`config.mk`:
```
export PLATFORM = sky130hd
export DESIGN_NAME = chc_code_gen
export DESIGN_NICKNAME = d
export VERILOG_FILES = /design/src/rtl/chc_pkg.sv /design/src/rtl/chc_code_gen.sv
export SDC_FILE = /design/constraint.sdc
export NUM_CORES = 1
export LEC_CHECK = 0
export ABC_AREA = 1
export BUFFER_PORTS_ARGS = -buffer_cell sky130_fd_sc_hd__buf_2
export CAP_MARGIN = 20
export CORE_MARGIN = 2
export CORE_UTILIZATION = 56
export CTS_BUF_LIST = sky130_fd_sc_hd__clkbuf_16
export CTS_CLUSTER_SIZE = 25
export DETAILED_ROUTE_END_ITERATION = 7
export GPL_TIMING_DRIVEN = 0
export PLACE_DENSITY = 0.84
export SKIP_LAST_GASP = 1
export SLEW_MARGIN = 25
export SYNTH_ARGS = -nofsm -noshare
export SYNTH_HDL_FRONTEND = slang
export SYNTH_SLANG_ARGS = --single-unit
```
`constraint.sdc`:
```
create_clock -name i_clk -period 2.49 [get_ports i_clk]
set_input_delay 0.3735 -clock i_clk [delete_from_list [all_inputs] [get_ports i_clk]]
set_output_delay 0.3735 -clock i_clk [all_outputs]
set_load 0.1 [all_outputs]
```
`src/rtl/chc_pkg.sv`:
```
// ----------------------------------------------------------------------------
// chc_pkg
// Shared constants, codes and types of the canonical Huffman encoder.
// ----------------------------------------------------------------------------
package chc_pkg;

    localparam int ALPHABET_SIZE = 512;
    localparam int MAX_CODE_LEN  = 32;

    localparam int SYM_W     = 9;
    localparam int LEN_W     = 6;
    localparam int CODE_W    = 32;
    localparam int CMD_W     = 2;
    localparam int STAT_W    = 2;
    localparam int ADDR_W    = (ALPHABET_SIZE > 1) ? $clog2(ALPHABET_SIZE) : 1;
    localparam int SYM_EXT_W = (ADDR_W + 1 > SYM_W) ? ADDR_W + 1 : SYM_W;
    localparam int RUN_W     = MAX_CODE_LEN;
    localparam int EP_W      = 8;

    localparam logic [CMD_W-1:0] CMD_ASSIGN = 2'd0;
    localparam logic [CMD_W-1:0] CMD_ENCODE = 2'd1;
    localparam logic [CMD_W-1:0] CMD_START  = 2'd2;
    localparam logic [CMD_W-1:0] CMD_RSVD   = 2'd3;

    localparam logic [STAT_W-1:0] ST_OK         = 2'd0;
    localparam logic [STAT_W-1:0] ST_UNSORTED   = 2'd1;
    localparam logic [STAT_W-1:0] ST_OVERFLOW   = 2'd2;
    localparam logic [STAT_W-1:0] ST_UNASSIGNED = 2'd3;

    typedef logic [ADDR_W-1:0] t_addr;
    typedef logic [LEN_W-1:0]  t_len;
    typedef logic [EP_W-1:0]   t_epoch;

    // one code table entry; the epoch tag stands in for the assigned mark
    typedef struct packed {
        t_epoch             epoch;
        t_len               len;
        logic [CODE_W-1:0]  word;
    } t_entry;

    localparam int ENTRY_W = $bits(t_entry);

    // control from the pipeline into the code generator
    typedef struct packed {
        logic commit;
        logic clear;
        t_len len;
    } t_gen_ctl;

    // generator verdict for the item in flight
    typedef struct packed {
        logic [STAT_W-1:0] status;
        logic [RUN_W-1:0]  word;
    } t_gen_res;

endpackage

```
`src/rtl/chc_code_gen.sv`:
```
// ----------------------------------------------------------------------------
// chc_code_gen
// Running canonical code and length, with the next-code check and step.
// ----------------------------------------------------------------------------
module chc_code_gen (
    input  logic              i_clk,
    input  logic              i_rst_n,
    input  chc_pkg::t_gen_ctl i_ctl,
    output chc_pkg::t_gen_res o_res
);
    import chc_pkg::*;

    localparam logic [RUN_W-1:0] RUN_ONES = {RUN_W{1'b1}};

    logic [RUN_W-1:0] r_run_code, n_run_code;
    t_len             r_run_len,  n_run_len;

    logic [RUN_W-1:0] ones_mask;
    logic [RUN_W-1:0] code_inc;
    logic [RUN_W-1:0] next_word;
    logic [LEN_W:0]   len_ext;

    always_comb begin
        len_ext   = {1'b0, i_ctl.len};
        ones_mask = RUN_ONES >> ((LEN_W+1)'(MAX_CODE_LEN) - {1'b0, r_run_len});
        code_inc  = r_run_code + RUN_W'(1);
        next_word = code_inc << (i_ctl.len - r_run_len);
    end

    always_comb begin
        o_res.status = ST_OK;
        o_res.word   = '0;
        if (i_ctl.len == '0) begin
            o_res.status = ST_UNSORTED;
        end else if (len_ext > (LEN_W+1)'(MAX_CODE_LEN)) begin
            o_res.status = ST_OVERFLOW;
        end else if (r_run_len == '0) begin
            o_res.word = '0;
        end else if (i_ctl.len < r_run_len) begin
            o_res.status = ST_UNSORTED;
        end else if (r_run_code == ones_mask) begin
            o_res.status = ST_OVERFLOW;
        end else begin
            o_res.word = next_word;
        end
    end

    always_comb begin
        n_run_code = r_run_code;
        n_run_len  = r_run_len;
        if (i_ctl.clear) begin
            n_run_code = '0;
            n_run_len  = '0;
        end else if (i_ctl.commit && (o_res.status == ST_OK)) begin
            n_run_code = o_res.word;
            n_run_len  = i_ctl.len;
        end
    end

    always_ff @(posedge i_clk) begin
        if (!i_rst_n) begin
            r_run_code <= '0;
            r_run_len  <= '0;
        end else begin
            r_run_code <= n_run_code;
            r_run_len  <= n_run_len;
        end
    end

endmodule

```
==> reports/summary.txt, run 1 <==
clk buf depth: 2
Synth Instances: 1089
post-synthesis register bit count: 38
total CTS buffers: 5
syn_nets: 1108
GRT Overall Usage: 78.37%
largest net degree at the start of global routing: 14
Setup WS pre-CTS: -0.9766 ns
H-tree depth: 2
total grt overflow: 74
tool error: [ERROR GRT-0232] Routing congestion too high. Check the congestion heatmap in the GUI.
die extent in x: 102.3 microns
synthesized area per cell: 4.966 sq um
Post-synth top cells: 413 x nand2_1, 191 x nand3_1, 170 x nor2_1
Cell Area, Synth: 0.005408 sq mm
Worst EP kind: output port
status: stopped before the end
RePlAce Congestion: 1.106
Rows: 35
Main synth FF type: dfxtp_1
library cells used by synthesis: 31
EDFF count, synth: 0
top-count cell post-synth: nand2_1
Synth async-reset ratio: 0%
HPWL after DPL: 18530 microns
Ys Warns: 0
synth top area cells: nand2_1 29%, nand3_1 18%, dfxtp_1 14%, nor2_1 12%, inv_1 5.2%
Die Ht: 102.3 microns
register area share after synthesis: 14.07%
share of the synthesized area in the top cell type: 28.67%
Top Ports: 44
clock tree sinks: 38
IO Port Bufs: 43
Starting Density: 58.25%
clock root cell: clkbuf_16
area leader, netlist: nand2_1
worst setup endpoint GRT: o_res[29]
failing step: global routing
## what timing repair did
item | in CTS
cloned | 4
setup buffers | 22
pin swaps | 28
resized for setup | 186
endpoints found under the setup margin | 72
hold buffers | 0
## cells by family after synthesis
| logic type | Yosys count | synth area share [%] |
|---|---|---|
| and+or+nand+nor | 832 | 64.83 |
| buffers and inverters | 129 | 10.16 |
| AOI/OAI and AO/OA | 65 | 6.131 |
| DFF | 38 | 14.07 |
| xor gates and xnor gates | 16 | 2.591 |
| adders and majority gates | 9 | 2.221 |
## layer usage
layer  GRT overflow  global-route usage (%)
met1              1                   78.13
met2             36                   93.42
met3              3                   64.98
met4             34                   81.64
met5              0                   16.83
## metrics by stage
step           instances  utilization, %  area (sq um)  hold WS (ns)  TNS (ns)
2_1_floorplan       1089               -          6145        0.4929    -16.95
4_1_cts             1295           82.74          7681        0.3442    -45.33
3_3_place_gp        1261           70.24          6521        0.6152    -41.73
3_5_place_dp        1261           70.24          6521        0.6237    -43.79
==> run 2: changes to the inputs <==
--- a/config.mk
+++ b/config.mk
@@ -9,12 +9,10 @@
 export BUFFER_PORTS_ARGS = -buffer_cell sky130_fd_sc_hd__buf_2
 export CAP_MARGIN = 20
 export CORE_MARGIN = 2
-export CORE_UTILIZATION = 56
-export CTS_BUF_LIST = sky130_fd_sc_hd__clkbuf_16
-export CTS_CLUSTER_SIZE = 25
+export CORE_UTILIZATION = 40
 export DETAILED_ROUTE_END_ITERATION = 7
 export GPL_TIMING_DRIVEN = 0
-export PLACE_DENSITY = 0.84
+export PLACE_DENSITY_LB_ADDON = 0.15
 export SKIP_LAST_GASP = 1
 export SLEW_MARGIN = 25
 export SYNTH_ARGS = -nofsm -noshare
==> constraint.sdc (replaced) <==
create_clock -name i_clk -period 3.25 [get_ports i_clk]
set_input_delay 0.4875 -clock i_clk [delete_from_list [all_inputs] [get_ports i_clk]]
set_output_delay 0.4875 -clock i_clk [all_outputs]
set_load 0.1 [all_outputs]
==> reports/summary.txt, run 2 <==
Die ar.: 0.01446 sq mm
Synth-to-Final Area Change: 49.68%
synth top area cells: nand2_1 29%, nand3_1 18%, dfxtp_1 14%, nor2_1 12%, inv_1 5.2%
sw frac: 49.18%
syn_nets: 1108
share of layout cells above drive strength 1: 27.55%
Final period util: 105.5%
DR iter-0 viols: 926
hold crit path type: primary input to register
Worst Reg-to-Reg Cells: 20
Hold Buf Count CTS: 0
power per cell area: 314.0 mW/mm^2
largest net degree at the start of global routing: 13
Die Ht: 120.3 microns
final setup violation count: 33
layout net count: 1216
peak supply drop: 0.0002190 V
Comb power frac: 59.4%
Worst EP arrival: 2.94 ns
post-route cell area: 0.008094 sq mm
Cell Area, Synth: 0.005408 sq mm
share of the synthesized area in the top cell type: 28.67%
clock tree sinks: 38
worst-margin pin slew: 0.6559 ns
clk slew on worst S/H paths: 0.06 ns
die extent in x: 120.3 microns
R2R Path Start: r_run_len[0]
MaxCap Viol Count: 0
ant diodes: 0
DRC Markers: 0
drt total wl: 25510 microns
slowest cell on the critical path: fa_2
Main synth FF type: dfxtp_1
P_leak: 3.706 nW
Sw Pwr: 0.001250 W
area leader, netlist: nand2_1
Rows: 42
CTS tree: done
Synth async-reset ratio: 0%
Worst Hold Path EP: r_run_len[4]
Tmin final: 3.430 ns
crit start category: register
power share of the clock group: 20.5%
H-tree depth: 2
post-synthesis register bit count: 38
GRT Overall Usage: 34.94%
synthesized area per cell: 4.966 sq um
status: finished, violations left
Post-synth top cells: 413 x nand2_1, 191 x nand3_1, 170 x nor2_1
Synth Instances: 1089
Filler Cell Count: 1275
crit-path cells: ha_2 -> inv_2 -> fa_2 -> inv_2 -> clkbuf_8 -> or2_2 -> nand3_2 -> nand2_1 -> nand2_1 -> o21ai_2 -> nand2_2 -> nand3_2 -> nor2_4 -> buf_12
critical hold path startpoint: i_ctl[4]
Crit path required time: 2.76 ns
antenna-violating nets left: 0
Setup WS pre-CTS: -0.8270 ns
RePlAce Congestion: 1.001
Slew HR: 56.27%
Largest register FFs: 32
vias in the first global route: 7162
Pint: 0.001292 W
RSZ-0062 raised after global routing: true
Multi-input gate area: 0.005049 sq mm
initial antenna violation count: 0
Starting Density: 40.84%
HPWL after DPL: 19500 microns
RR Endpoint: r_run_code[31]
first-pass GRT wire length: 38970 microns
dpl cell area: 0.006125 sq mm
clk buf depth: 2
Ys Warns: 0
IO Port Bufs: 43
drt pass-1 iters: 6
Flop pwr share: 20.1%
most frequent cells in the layout: 390 x nand2_1, 169 x nand3_1, 125 x nor2_1
Via Count: 7851
total grt overflow: 0
failing checks: negative setup slack
Top reg by flops: r_run_code
register area: 792.0 sq um
worst reg2reg setup slack: 0.19 ns
crit path kind: register to primary output
Finished Layout Cells: 1374
Avg Vias per Cell: 5.714
commonest non-fill, non-tap cell in the layout: nand2_1
slowest cell delay on critical path: 0.59 ns
top-count cell post-synth: nand2_1
Max Fanout on Critical Path: 10
clk_lat worst skew: 0.29 ns
Hold Path Depth: 3
crit end category: primary output
Top Ports: 44
EDFF count, synth: 0
core area: 0.01324 sq mm
max frequency: 291.5 MHz
register area share after synthesis: 14.07%
Post-Place Cells: 1308
Clock Skew: 0.01060 ns
Max Slew Vio Count: 0
clock root cell: clkbuf_16
library cells used by synthesis: 31
total CTS buffers: 5
setup ws final: -0.1804 ns
top flop regs: r_run_code: 32 flops, r_run_len: 6 flops
wire per inst: 18.57 microns
final hold viol count: 0
## run 2: power groups by stage
stage / logic (W) / clock network, W / registers (W)
global placement: 0.00117 / 0 / 0.000520
CTS: 0.00136 / 0.000520 / 0.000510
global route: 0.00162 / 0.000537 / 0.000513
floorplan: 0.000886 / 0 / 0.000507
detailed placement: 0.00116 / 0 / 0.000519
finish: 0.00151 / 0.000521 / 0.000512
## run 2: worst max-delay path by stage
stage | from | endpoint | slack (ns) | depth (start not counted)
finish | r_run_len[0] | o_res[29] | -0.18 | 14
detailed placement | i_ctl[2] | o_res[21] | -0.83 | 13
global route | r_run_len[0] | o_res[29] | -0.27 | 14
floorplan | i_ctl[0] | o_res[27] | -0.17 | 11
global placement | i_ctl[2] | o_res[21] | -0.86 | 13
CTS | r_run_len[0] | o_res[4] | -0.21 | 22
## run 2: what timing repair did
action | in CTS | in global routing
endpoints found under the setup margin | 54 | 34
hold endpoints to repair | 0 | 0
setup buffers | 32 | 30
gates resized for setup | 262 | 127
pin swaps | 35 | 51
gates cloned | 2 | 0
## run 2: area by class of cell
cell class	instances	share of cell area, %
plain buffers	44	4.143
clock buffers	6	1.716
clock inverters	2	0.1546
inverters	83	4.143
multi-input cells	922	62.37
flip-flops and latches	38	9.785
well taps	176	2.721
repair buffers	103	14.96
## run 2: cell families after synthesis
family	share of synthesized area [%]
compound gates	6.131
xor+xnor	2.591
fa+ha+maj	2.221
buf+inv	10.16
flops	14.07
simple gates	64.83
## run 2: per-stage QoR
step                      util, %  setup TNS [ns]  hold WS [ns]  power, W
final                       61.12          -4.821        0.4671  0.002542
after detailed placement    46.25          -25.20        0.6257  0.001683
after floorplan                 -         -0.8882        0.5424  0.001393
after global routing        61.12          -7.903        0.5120  0.002668
after global placement      46.25          -26.79        0.6151  0.001688
after CTS                   56.69          -4.840        0.4614  0.002390
## run 2: layer usage
| metal | track usage (%) | wire [microns] |
|---|---|---|
| met5 | 0 | 0 |
| met4 | 14.17 | 974 |
| met3 | 5.330 | 2621 |
| met2 | 53.98 | 11310 |
| met1 | 48.60 | 10610 |
## run 2: critical path: cells and delay by family, from the launching register on
family | cells | cell delay (ns)
AND/OR/NAND/NOR | 7 | 0.93
adder cells (fa/ha/maj) | 2 | 0.77
buffers and inverters | 4 | 0.46
flip-flops | 1 | 0.39
AO/OA/AOI/OAI | 1 | 0.10
Note: power is estimated with default switching activity, not from simulation.
